==> src/rtl/s6d_pkg.sv <==
// ----------------------------------------------------------------------------
// s6d_pkg
// Shared types and constants for the six-bit character value decoder.
// ----------------------------------------------------------------------------
package s6d_pkg;

  localparam logic [7:0] LINE_FEED  = 8'd10;
  localparam logic [7:0] DIGIT_BASE = 8'h30;
  localparam logic [5:0] SIX_MASK   = 6'h3F;

  localparam int ITEM_W  = 13;
  localparam int VALUE_W = 24;
  localparam int CPV_W   = 3;
  localparam int CNT_W   = 17;  // limit compare width, covers the largest line limit

  // Configuration register indexes (byte address / 4)
  localparam logic [1:0] REG_CHARS_PER_VALUE = 2'd0;
  localparam logic [1:0] REG_MAX_ITEMS       = 2'd1;
  localparam logic [1:0] REG_CHECKSUM_CHECK  = 2'd2;

  localparam logic [CPV_W-1:0]  CPV_RESET       = 3'd3;
  localparam logic [ITEM_W-1:0] MAX_ITEMS_RESET = 13'd4096;

  typedef enum logic [1:0] {
    KIND_VALUE     = 2'd0,
    KIND_LINE_END  = 2'd1,
    KIND_BLOCK_END = 2'd2,
    KIND_OVERFLOW  = 2'd3
  } kind_t;

  typedef struct packed {
    logic [CPV_W-1:0]  chars_per_value;
    logic [ITEM_W-1:0] max_items;
    logic              checksum_check;
  } cfg_t;

  typedef struct packed {
    logic [7:0] rx_byte;
    logic       clear_carry;
  } word_t;

  typedef struct packed {
    logic               valid;
    kind_t              kind;
    logic [VALUE_W-1:0] value;
    logic [ITEM_W-1:0]  line_items;
    logic               checksum_ok;
  } res_t;

endpackage

==> src/rtl/s6d_if.sv <==
// ----------------------------------------------------------------------------
// s6d_if
// Valid/ready channel interfaces for received bytes and decoded results.
// ----------------------------------------------------------------------------
interface s6d_in_if;
  logic       valid;
  logic       ready;
  logic [7:0] rx_byte;
  logic       clear_carry;

  modport source (output valid, output rx_byte, output clear_carry, input ready);
  modport sink   (input valid, input rx_byte, input clear_carry, output ready);
endinterface

interface s6d_out_if;
  logic        valid;
  logic        ready;
  logic [1:0]  kind;
  logic [23:0] value;
  logic [12:0] line_items;
  logic        checksum_ok;

  modport source (output valid, output kind, output value, output line_items,
                  output checksum_ok, input ready);
  modport sink   (input valid, input kind, input value, input line_items,
                  input checksum_ok, output ready);
endinterface

==> src/rtl/s6d_cfg.sv <==
// ----------------------------------------------------------------------------
// s6d_cfg
// APB-style configuration registers.
// ----------------------------------------------------------------------------
module s6d_cfg (
  input  logic              clk,
  input  logic              rst_n,
  input  logic              psel,
  input  logic              penable,
  input  logic              pwrite,
  input  logic [3:0]        paddr,
  input  logic [31:0]       pwdata,
  output logic [31:0]       prdata,
  output logic              pready,
  output s6d_pkg::cfg_t     cfg
);
  import s6d_pkg::*;

  cfg_t cfg_r;
  logic wr_en;

  assign pready = 1'b1;
  assign wr_en  = psel & penable & pwrite;
  assign cfg    = cfg_r;

  always_ff @(posedge clk) begin
    if (!rst_n) begin
      cfg_r.chars_per_value <= CPV_RESET;
      cfg_r.max_items       <= MAX_ITEMS_RESET;
      cfg_r.checksum_check  <= 1'b1;
    end else if (wr_en) begin
      unique case (paddr[3:2])
        REG_CHARS_PER_VALUE: cfg_r.chars_per_value <= pwdata[CPV_W-1:0];
        REG_MAX_ITEMS:       cfg_r.max_items       <= pwdata[ITEM_W-1:0];
        REG_CHECKSUM_CHECK:  cfg_r.checksum_check  <= pwdata[0];
        default: ;
      endcase
    end
  end

  always_comb begin
    unique case (paddr[3:2])
      REG_CHARS_PER_VALUE: prdata = {29'd0, cfg_r.chars_per_value};
      REG_MAX_ITEMS:       prdata = {19'd0, cfg_r.max_items};
      REG_CHECKSUM_CHECK:  prdata = {31'd0, cfg_r.checksum_check};
      default:             prdata = 32'd0;
    endcase
  end

endmodule

==> src/rtl/s6d_core.sv <==
// ----------------------------------------------------------------------------
// s6d_core
// Line decoder state and the single-pass next-state / result logic.
// ----------------------------------------------------------------------------
module s6d_core #(
  parameter int MAX_LINE_ITEMS = 4096
) (
  input  logic           clk,
  input  logic           rst_n,
  input  logic           advance,
  input  s6d_pkg::word_t word,
  input  s6d_pkg::cfg_t  cfg,
  output s6d_pkg::res_t  res
);
  import s6d_pkg::*;

  localparam logic [CNT_W-1:0] LIMIT_CAP = CNT_W'(MAX_LINE_ITEMS);

  logic [7:0]         held_char_r, held_char_nxt;
  logic               held_valid_r, held_valid_nxt;
  logic [VALUE_W-1:0] acc_r, acc_nxt;
  logic [1:0]         dcnt_r, dcnt_nxt;
  logic [5:0]         sum_r, sum_nxt;
  logic [ITEM_W-1:0]  items_r, items_nxt;
  logic               ovf_r, ovf_nxt;

  logic [VALUE_W-1:0] acc0, acc_shift, mask;
  logic [1:0]         dcnt0;
  logic [2:0]         cpv, cnt;
  logic [5:0]         digit;
  logic [CNT_W-1:0]   limit;
  logic [7:0]         expect_char;
  logic               at_limit;

  // Clamp characters per value into 2..4
  always_comb begin
    unique case (cfg.chars_per_value)
      3'd0, 3'd1, 3'd2: begin cpv = 3'd2; mask = 24'h000FFF; end
      3'd3:             begin cpv = 3'd3; mask = 24'h03FFFF; end
      default:          begin cpv = 3'd4; mask = 24'hFFFFFF; end
    endcase
  end

  assign limit = (CNT_W'(cfg.max_items) < LIMIT_CAP) ? CNT_W'(cfg.max_items) : LIMIT_CAP;
  assign at_limit    = CNT_W'(items_r) >= limit;
  assign acc0        = word.clear_carry ? '0 : acc_r;
  assign dcnt0       = word.clear_carry ? 2'd0 : dcnt_r;
  assign digit       = 6'(held_char_r - DIGIT_BASE);
  assign acc_shift   = {acc0[VALUE_W-7:0], digit};
  assign cnt         = {1'b0, dcnt0} + 3'd1;
  assign expect_char = {2'b00, sum_r} + DIGIT_BASE;

  always_comb begin
    held_char_nxt  = held_char_r;
    held_valid_nxt = held_valid_r;
    acc_nxt        = acc0;
    dcnt_nxt       = dcnt0;
    sum_nxt        = sum_r;
    items_nxt      = items_r;
    ovf_nxt        = ovf_r;
    res            = '0;
    res.kind       = KIND_VALUE;

    if (word.rx_byte == LINE_FEED) begin
      // Line end: report unless the line already overflowed, then drop line state
      if (!ovf_r) begin
        res.valid = 1'b1;
        if (!held_valid_r) begin
          res.kind = KIND_BLOCK_END;
        end else begin
          res.kind        = KIND_LINE_END;
          res.line_items  = items_r;
          res.checksum_ok = !cfg.checksum_check || (expect_char == held_char_r);
        end
      end
      held_valid_nxt = 1'b0;
      held_char_nxt  = '0;
      sum_nxt        = '0;
      items_nxt      = '0;
      ovf_nxt        = 1'b0;
    end else if (!ovf_r) begin
      if (held_valid_r) begin
        acc_nxt = acc_shift;
        sum_nxt = sum_r + held_char_r[5:0];
        if (cnt >= cpv) begin
          dcnt_nxt  = 2'd0;
          res.valid = 1'b1;
          if (at_limit) begin
            ovf_nxt        = 1'b1;
            res.kind       = KIND_OVERFLOW;
            res.line_items = items_r;
          end else begin
            items_nxt      = items_r + 1'b1;
            res.value      = acc_shift & mask;
            res.line_items = items_r + 1'b1;
          end
        end else begin
          dcnt_nxt = cnt[1:0];
        end
      end
      if (ovf_nxt) begin
        held_valid_nxt = 1'b0;
        held_char_nxt  = '0;
      end else begin
        held_valid_nxt = 1'b1;
        held_char_nxt  = word.rx_byte;
      end
    end
  end

  always_ff @(posedge clk) begin
    if (!rst_n) begin
      held_char_r  <= '0;
      held_valid_r <= 1'b0;
      acc_r        <= '0;
      dcnt_r       <= '0;
      sum_r        <= '0;
      items_r      <= '0;
      ovf_r        <= 1'b0;
    end else if (advance) begin
      held_char_r  <= held_char_nxt;
      held_valid_r <= held_valid_nxt;
      acc_r        <= acc_nxt;
      dcnt_r       <= dcnt_nxt;
      sum_r        <= sum_nxt;
      items_r      <= items_nxt;
      ovf_r        <= ovf_nxt;
    end
  end

endmodule

==> src/rtl/six_bit_char_value_decoder_top.sv <==
// ----------------------------------------------------------------------------
// six_bit_char_value_decoder_top
// Decodes six-bit character encoded values from a line-based reply stream.
// ----------------------------------------------------------------------------
//  channel  dir  handshake        payload
//  in_ch    in   valid/ready      rx_byte[7:0], clear_carry
//  out_ch   out  valid/ready      kind[1:0], value[23:0], line_items[12:0], checksum_ok
//  cfg      in   APB psel/penable chars_per_value @0x0, max_items @0x4, checksum_check @0x8
//
//  One word per cycle sustained unless a stalled result holds the input register.
//  A word is captured in the input register, then the decode logic updates the
//  line state and loads the result register, which drives result valid.
//  Reset (rst_n low, synchronous) clears the line state and loads register defaults.
//  A stalled result holds the input register only when the held word also
//  produces a result; words that produce nothing keep flowing.
// ----------------------------------------------------------------------------
module six_bit_char_value_decoder_top #(
  parameter int MAX_LINE_ITEMS = 4096
) (
  input  logic        clk,
  input  logic        rst_n,
  s6d_in_if.sink      in_ch,
  s6d_out_if.source   out_ch,
  input  logic        psel,
  input  logic        penable,
  input  logic        pwrite,
  input  logic [3:0]  paddr,
  input  logic [31:0] pwdata,
  output logic [31:0] prdata,
  output logic        pready
);
  import s6d_pkg::*;

  cfg_t  cfg;
  word_t word_r;
  logic  word_v_r;
  res_t  res, res_r;
  logic  out_v_r, out_v_nxt;
  logic  advance;

  s6d_cfg u_cfg (
    .clk     (clk),
    .rst_n   (rst_n),
    .psel    (psel),
    .penable (penable),
    .pwrite  (pwrite),
    .paddr   (paddr),
    .pwdata  (pwdata),
    .prdata  (prdata),
    .pready  (pready),
    .cfg     (cfg)
  );

  s6d_core #(.MAX_LINE_ITEMS(MAX_LINE_ITEMS)) u_core (
    .clk     (clk),
    .rst_n   (rst_n),
    .advance (advance),
    .word    (word_r),
    .cfg     (cfg),
    .res     (res)
  );

  // Advance the held word unless it has a result and the output slot stays full
  assign advance     = word_v_r && (!res.valid || !out_v_r || out_ch.ready);
  assign in_ch.ready = !word_v_r || advance;
  assign out_v_nxt   = (out_v_r && !out_ch.ready) || (advance && res.valid);

  // Input register
  always_ff @(posedge clk) begin
    if (!rst_n) begin
      word_v_r <= 1'b0;
    end else if (in_ch.ready) begin
      word_v_r <= in_ch.valid;
    end
  end

  always_ff @(posedge clk) begin
    if (in_ch.ready && in_ch.valid) begin
      word_r.rx_byte     <= in_ch.rx_byte;
      word_r.clear_carry <= in_ch.clear_carry;
    end
  end

  // Result register
  always_ff @(posedge clk) begin
    if (!rst_n) begin
      out_v_r <= 1'b0;
    end else begin
      out_v_r <= out_v_nxt;
    end
  end

  always_ff @(posedge clk) begin
    if (advance && res.valid) begin
      res_r <= res;
    end
  end

  assign out_ch.valid       = out_v_r;
  assign out_ch.kind        = res_r.kind;
  assign out_ch.value       = res_r.value;
  assign out_ch.line_items  = res_r.line_items;
  assign out_ch.checksum_ok = res_r.checksum_ok;

  // Only a decoded value carries a nonzero value field
  a_value_only_for_value: assert property (@(posedge clk) disable iff (!rst_n)
    (out_v_r && (res_r.kind != KIND_VALUE)) |-> (res_r.value == '0))
    else $error("value field set on a non-value result");

  // Checksum flag only on a line end
  a_ok_only_line_end: assert property (@(posedge clk) disable iff (!rst_n)
    (out_v_r && res_r.checksum_ok) |-> (res_r.kind == KIND_LINE_END))
    else $error("checksum_ok set outside a line end");

  // A block end reports no items
  a_block_end_empty: assert property (@(posedge clk) disable iff (!rst_n)
    (out_v_r && (res_r.kind == KIND_BLOCK_END)) |-> (res_r.line_items == '0))
    else $error("block end with nonzero item count");

  // A held word that cannot advance stays put
  a_word_held: assert property (@(posedge clk) disable iff (!rst_n)
    (word_v_r && !advance) |=> (word_v_r && $stable(word_r)))
    else $error("input register lost a stalled word");

endmodule

==> src/flat_wrapper.sv <==
// flat-port wrapper written by rule: the top's interface ports become plain ports
module six_bit_char_value_decoder_top_flat import s6d_pkg::*;
#(
  parameter int MAX_LINE_ITEMS = 4096
)
  (clk, rst_n, psel, penable, pwrite, paddr, pwdata, prdata, pready, in_ch_valid, in_ch_rx_byte, in_ch_clear_carry, in_ch_ready, out_ch_valid, out_ch_kind, out_ch_value, out_ch_line_items, out_ch_checksum_ok, out_ch_ready);
  s6d_in_if in_ch_i ();
  s6d_out_if out_ch_i ();
  input  logic clk;
  input  logic rst_n;
  input  logic psel;
  input  logic penable;
  input  logic pwrite;
  input  logic [3:0] paddr;
  input  logic [31:0] pwdata;
  output logic [31:0] prdata;
  output logic pready;
  input wire logic [$bits(in_ch_i.valid)-1:0] in_ch_valid;
  input wire logic [$bits(in_ch_i.rx_byte)-1:0] in_ch_rx_byte;
  input wire logic [$bits(in_ch_i.clear_carry)-1:0] in_ch_clear_carry;
  output wire logic [$bits(in_ch_i.ready)-1:0] in_ch_ready;
  output wire logic [$bits(out_ch_i.valid)-1:0] out_ch_valid;
  output wire logic [$bits(out_ch_i.kind)-1:0] out_ch_kind;
  output wire logic [$bits(out_ch_i.value)-1:0] out_ch_value;
  output wire logic [$bits(out_ch_i.line_items)-1:0] out_ch_line_items;
  output wire logic [$bits(out_ch_i.checksum_ok)-1:0] out_ch_checksum_ok;
  input wire logic [$bits(out_ch_i.ready)-1:0] out_ch_ready;
  assign in_ch_i.valid = in_ch_valid;
  assign in_ch_i.rx_byte = in_ch_rx_byte;
  assign in_ch_i.clear_carry = in_ch_clear_carry;
  assign in_ch_ready = in_ch_i.ready;
  assign out_ch_valid = out_ch_i.valid;
  assign out_ch_kind = out_ch_i.kind;
  assign out_ch_value = out_ch_i.value;
  assign out_ch_line_items = out_ch_i.line_items;
  assign out_ch_checksum_ok = out_ch_i.checksum_ok;
  assign out_ch_i.ready = out_ch_ready;
  six_bit_char_value_decoder_top #(.MAX_LINE_ITEMS(MAX_LINE_ITEMS)) u_core (.clk(clk), .rst_n(rst_n), .in_ch(in_ch_i), .out_ch(out_ch_i), .psel(psel), .penable(penable), .pwrite(pwrite), .paddr(paddr), .pwdata(pwdata), .prdata(prdata), .pready(pready));
endmodule
==> config.mk <==
export PLATFORM = sky130hd
export DESIGN_NAME = six_bit_char_value_decoder_top_flat
export DESIGN_NICKNAME = d
export VERILOG_FILES = /design/src/rtl/s6d_pkg.sv /design/src/rtl/s6d_if.sv /design/src/rtl/s6d_cfg.sv /design/src/rtl/s6d_core.sv /design/src/rtl/six_bit_char_value_decoder_top.sv /design/src/flat_wrapper.sv
export SDC_FILE = /design/constraint.sdc
export NUM_CORES = 1
export LEC_CHECK = 0
export ABC_AREA = 1
export BUFFER_PORTS_ARGS = -buffer_cell sky130_fd_sc_hd__buf_2
export CAP_MARGIN = 40
export CORE_UTILIZATION = 54
export CTS_CLUSTER_DIAMETER = 150
export DETAILED_ROUTE_END_ITERATION = 8
export GPL_ROUTABILITY_DRIVEN = 1
export GPL_TIMING_DRIVEN = 0
export MAX_ROUTING_LAYER = met4
export PLACE_DENSITY = 0.78
export SLEW_MARGIN = 20
export SYNTH_ARGS = -nofsm -noshare
export SYNTH_HDL_FRONTEND = slang
export SYNTH_SLANG_ARGS = --single-unit
==> constraint.sdc <==
create_clock -name clk -period 6.56 [get_ports clk]
set_input_delay 1.312 -clock clk [delete_from_list [all_inputs] [get_ports clk]]
set_output_delay 1.312 -clock clk [all_outputs]
set_load 0.01 [all_outputs]
### After elaboration in Yosys (flattened, before gate mapping)

Index checks and enable logic that the tools add are counted.

| storage, ports and cells | value |
|---|---|
| bits in registers | 123 |
| bits of input ports | 52 |
| output and inout bits | 75 |

| cells by class | value |
|---|---|
| add/sub/neg operators | 5 |
| magnitude comparators | 3 |
| eq/ne operators | 8 |
| muxes and demuxes | 45 |
| bitwise operators | 6 |
| reduce and logical (&&, ||, !) cells | 27 |

Operators by type and width:

| kind | number |
|---|---|
| 24-bit two-way mux | 5 |
| 40-bit two-way mux | 3 |
| 13-bit two-way mux | 7 |
| 24-bit case mux with 2 select lines | 1 |
| 13-bit case mux with 3 select lines | 1 |
| 14-bit two-way mux | 2 |
| 24-bit bitwise AND | 1 |
| 8-bit two-way mux | 3 |
| 6-bit two-way mux | 3 |
| 2-bit two-way mux | 7 |
| 13-bit by 1-bit adder with 13-bit output, second input constant | 1 |
| 13-bit greater-or-equal comparator | 1 |
| 13-bit < comparator, second input constant | 1 |
| 1-bit two-way mux | 10 |
| 7-bit by 8-bit equality test with 1-bit output | 1 |
| 8-bit by 4-bit equality test with 1-bit output, second input constant | 1 |
| 2-bit AND reduction | 4 |
| 6-bit by 6-bit adder with 7-bit output, second input constant | 1 |
| 6-bit adder | 1 |
| 3-bit by 2-bit equality test with 1-bit output, second input constant | 2 |
| 3-bit two-way mux | 2 |
| 3-bit case mux with 2 select lines | 1 |
| 3-bit OR reduction | 2 |
| 6-bit subtractor, second input constant | 1 |
| other kinds (17) | 32 |

### Longest topological paths before layout

| depth | value |
|---|---|
| word-level depth | 15 |
| mapped depth | 18 |
| mapped depth without buffers | 17 |

### By module

A second synthesis with hierarchy kept.

| second synthesis, totals | value |
|---|---|
| cells, all modules | 825 |
| area total of the unflattened synthesis | 6338.6 um2 |

By module, submodules not included:

| module | instances | cells each | area an instance (um2) | seq. area each (um2) |
|---|---|---|---|---|
| s6d_core | 1 | 596 | 3704.8 | 980.9 |
| six_bit_char_value_decoder_top | 1 | 67 | 1590.3 | 1511.4 |
| s6d_cfg | 1 | 162 | 1043.5 | 340.3 |

### Worst setup path before layout

OpenSTA, ideal clock, no wires.

| timing | value |
|---|---|
| path kind | register to output |
| start | register u_core.word_r[0] (netlist bit) |
| end | output port in_ch_ready |
| data arrival time | 2.033 ns |
| required time | 5.248 ns |
| path slack | 3.215 ns |
| stages on the path, launching flop included | 12 |
| buffers on the path | 1 |
| cells stage by stage | edfxtp_1 clkbuf_1 inv_1 nand2_1 inv_1 ha_1 ha_1 nand3_1 nand3_1 nand2_1 a21oi_1 nand3_1 |

| on the way | value |
|---|---|
| cells in the longest elaborated chain, start to end | 12 |

RTL lines:

| element | line | RTL |
|---|---|---|
| from (decl) | six_bit_char_value_decoder_top.sv:35 | `word_t word_r;` |
| 2-bit two-way mux | s6d_core.sv:47 | `assign dcnt0 = word.clear_carry ? 2'd0 : dcnt_r;` |
| 2-bit by 1-bit adder with 3-bit output | s6d_core.sv:50 | `assign cnt = {1'b0, dcnt0} + 3'd1;` |
| 3-bit greater-or-equal comparator | s6d_core.sv:85 | `if (cnt >= cpv) begin` |
| 40-bit two-way mux | s6d_core.sv:85 |  |
| 40-bit two-way mux | s6d_core.sv:82 | `if (held_valid_r) begin` |
| 40-bit two-way mux | s6d_core.sv:81 | `end else if (!ovf_r) begin` |
| 3-bit two-way mux | s6d_core.sv:64 | `if (word.rx_byte == LINE_FEED) begin` |
| 1-bit logical NOT | six_bit_char_value_decoder_top.sv:64 | `assign advance = word_v_r && (!res.valid \|\| !out_v_r \|\| out_ch.ready);` |
| 1-bit logical OR (2 in a row) | six_bit_char_value_decoder_top.sv:64 |  |
| 1-bit logical AND | six_bit_char_value_decoder_top.sv:64 |  |
| 1-bit logical OR | six_bit_char_value_decoder_top.sv:65 | `assign in_ch.ready = !word_v_r \|\| advance;` |
| to (decl) | flat_wrapper.sv:21 | `output wire logic [$bits(in_ch_i.ready)-1:0] in_ch_ready;` |

Every way passes these cells.

### Worst setup path in the final report

Same ends and word-level chain as after synthesis.

==> impl_results.md <==
- Outcome: finished, violations left
- Failing checks: DRC
- RSZ-0062 raised after global routing: no
- Worst-case clock buffer depth: 2
- Total wire length: 14800 µm
- P per Cell Area: 250 mW/mm²
- Residual DRC: 2
- Ports: 127
- R2R setup slack: 3.17 ns
- Flip-flop and latch area: 0.00283 mm²
- Tot Pwr: 1.89 mW
- Buffers on Ports: 84
- Final worst-path setup slack: 2.25 ns
- Core footprint: 0.0114 mm²
- Via count: 5724
- Top FF cell, synth: dfxtp_1
- Async S/R FF share, synth: 0%
- Die area: 0.0121 mm²
- Kind of cell adding the most delay to the critical path: buffers and inverters
- Die X: 110 µm
- Startpoint Class: register
- CTS tree: built
- Antenna violation net count after detailed routing: 0
- Worst Skew: 0.00781 ns
- Syn avg cell area: 7.72 µm²
- Seq/Total Area, Yosys: 44.9%
- DRT Pass-1 Iters: 7
- Period utilisation layout: 65.8%
- Drt wl/cell: 13.5 µm
- Worst slew pin tran: 0.715 ns
- Multi-input gate area: 0.00281 mm²
- Setup TNS: 0 ns
- Iter 0 DRT Violations: 385
- Clock sink count: 117
- Max-slew headroom: 51.8%
- Mapped Area: 0.00630 mm²
- Synth Warn #: 0
- Syn-to-layout area delta: 20.3%
- Num CTS Buffers: 17
- Cell Rows: 39
- Worst Setup End Kind: output port
- Syn Inst Count: 817
- Hold Vio Cnt, Final: 0
- CTS root buffer: clkbuf_16
- Worst slack at placement: 2.68 ns
- CP Max Fanout: 10
- CP required: 5.25 ns
- Leak Pwr: 3.44 nW
- CP max stage cell: clkbuf_1
- Total Nets Final: 1016
- Minimum clock period: 4.31 ns
- Path depth of the worst reg2reg path: 16
- Yosys cell types: 42
- Postcts setup bufs: 0
- RePlAce Congestion: 0.936
- Cell mode on critical path: nand3_1
- First-pass GRT wire length: 23600 µm
- Ant diodes: 0
- Share of layout cells above drive strength 1: 17.9%
- Crit path depth: 12
- Crit path kind: reg2out
- Largest net degree at the start of global routing: 28
- CP max stage delay: 0.35 ns
- Fmax: 232 MHz
- Total GRT Usage: 26.6%
- Total gr overflow: 0
- EDFF count, synth: 49
- Crit path cell chain: clkbuf_1, inv_1, nand2_1, inv_1, ha_1, ha_1, nand3_1, nand3_1, nand2_1, a21oi_1, nand3_1, buf_2
- Via density: 5.23
- Reg2reg start: u_core.word_r[0]
- Initial antenna violation count: 0
- Worst-Skew Late Latency: 0.42 ns
- Critical path buffers and inverters: 4
- Hpwl dp: 10300 µm
- H-tree Lvls: 4
- Clock transition at path regs: 0.05 ns
- Number of max-slew violations in the final report: 0
- Worst Setup EP: in_ch_ready
- Vias in the first global route: 5075
- Critical path origin: u_core.word_r[0]
- Reg-to-reg endpoint: u_core.out_ch.line_items[8]
- Max-cap violations: 0
- Peak VDD IR: 0.000172 V
- Worst EP arrival: 3.00 ns
- HP Class: reg2reg
- # fillers: 969
- Final setup viols: 0
- Hold-fix buffer count after cts: 0
- Initial Utilization: 55.2%
- Post_cts resized: 0
- Die height: 110 µm
- Synth Register Bits: 117
## worst min path at each step
| stage | start | cells past startpoint | slack (ns) | to |
|---|---|---|---|---|
| 6_report | u_core.u_core.held_char_r[7] | 2 | 0.47 | u_core.u_core.held_char_r[7] |
| 5_1_grt | u_core.u_core.sum_r[0] | 2 | 0.50 | u_core.u_core.sum_r[0] |
| 4_1_cts | u_core.u_core.held_char_r[7] | 2 | 0.47 | u_core.u_core.held_char_r[7] |
| 3_5_place_dp | u_core.u_core.held_char_r[7] | 2 | 0.46 | u_core.u_core.held_char_r[7] |
| 3_3_place_gp | u_core.u_core.held_char_r[7] | 2 | 0.46 | u_core.u_core.held_char_r[7] |
| 2_1_floorplan | u_core.u_cfg.cfg[4] | 2 | 0.44 | u_core.u_cfg.cfg[4] |
## logic make-up after synthesis
| logic type | Yosys count | share of synthesized area (%) |
|---|---|---|
| compound gates | 138 | 11.4 |
| flops | 117 | 44.9 |
| fa+ha+maj | 25 | 5.08 |
| buf+inv | 162 | 11.6 |
| other cells | 2 | 0.119 |
| xor+xnor | 11 | 1.53 |
| simple gates | 362 | 25.3 |
## final cells by class
cell class,instances,share of cell area [%]
Tap cell,143,2.36
Buffer,51,4.14
Timing Repair Buffer,85,5.80
Clock inverter,9,1.68
Inverter,111,5.52
Sequential cell,117,37.3
Multi-Input combinational cell,556,37.0
Clock buffer,23,6.17
## where the power goes
part,switching [mW],total (mW),internal [mW]
combinational,0.107,0.167,0.0595
sequential,0.0149,0.793,0.778
clock,0.321,0.935,0.614
total,0.443,1.89,1.45
## metal layers
metal	share of wire [%]	vias up	wire length, µm	global-route usage, %
li1	-	2871	-	-
met1	44	2619	6540	33.5
met2	46	218	6850	42.0
met3	8.2	16	1220	6.17
met4	1.3	0	191	9.24
met5	0	-	0	-
## tightest hold or removal path, stage by stage (launching register included)
cell and delay, ns:
dfxtp_1 0.31, nand2_1 0.06, a21oi_1 0.05
## cells in the final DEF (no fill, tap or decap), drive strengths merged, types with 2 or more instances in the layout
cell      synthesis  final
nor2            107    107
clkbuf           15     38
nand3b            2      2
buf              36    121
nand3            61     61
clkinvlp          0      2
nor3              8      8
bufinv            0      3
xnor2             3      3
nand4             8      8
edfxtp           49     49
ha               24     24
a21oi            58     58
dfxtp            68     68
o211ai            4      4
o21ai            71     71
xor2              8      8
conb              2     20
nand2           173    173
clkinv            1      5
inv             110    110
## synth_stat cells (15+ instances only)
| master | instances | area, µm² |
|---|---|---|
| ha_1 | 24 | 300 |
| edfxtp_1 | 49 | 1470 |
| a21oi_1 | 58 | 290 |
| nand3_1 | 59 | 295 |
| clkbuf_1 | 15 | 56.3 |
| buf_4 | 22 | 165 |
| nand2_1 | 165 | 619 |
| nor2_1 | 101 | 379 |
| o21ai_0 | 63 | 315 |
| dfxtp_1 | 68 | 1360 |
| inv_1 | 105 | 394 |
## metrics by stage
stage	area, µm²	utilization [%]	hold slack (ns)	instances
after floorplan	6370	-	0.445	835
after global placement	6970	61.1	0.458	1062
after detailed placement	6990	61.2	0.461	1063
after CTS	7590	66.4	0.470	1095
after global routing	7590	66.4	0.498	1095
final	7590	66.4	0.468	1095
## sequential cells by signal, indices dropped and copies added (netlist names)
| name | flops |
|---|---|
| u_core.out_ch.value | 24 |
| u_core.u_core.acc_r | 18 |
| u_core.u_cfg.cfg | 17 |
| u_core.out_ch.line_items | 13 |
| u_core.u_core.items_r | 13 |
| u_core.word_r | 9 |
| u_core.u_core.held_char_r | 8 |
| u_core.u_core.sum_r | 6 |
| u_core.out_ch.kind | 2 |
| u_core.u_core.dcnt_r | 2 |
| u_core.out_ch.checksum_ok | 1 |
| u_core.out_ch.valid | 1 |
| u_core.u_core.held_valid_r | 1 |
| u_core.u_core.ovf_r | 1 |
| u_core.word_v_r | 1 |
No activity file was read; power rests on OpenSTA's default activity.
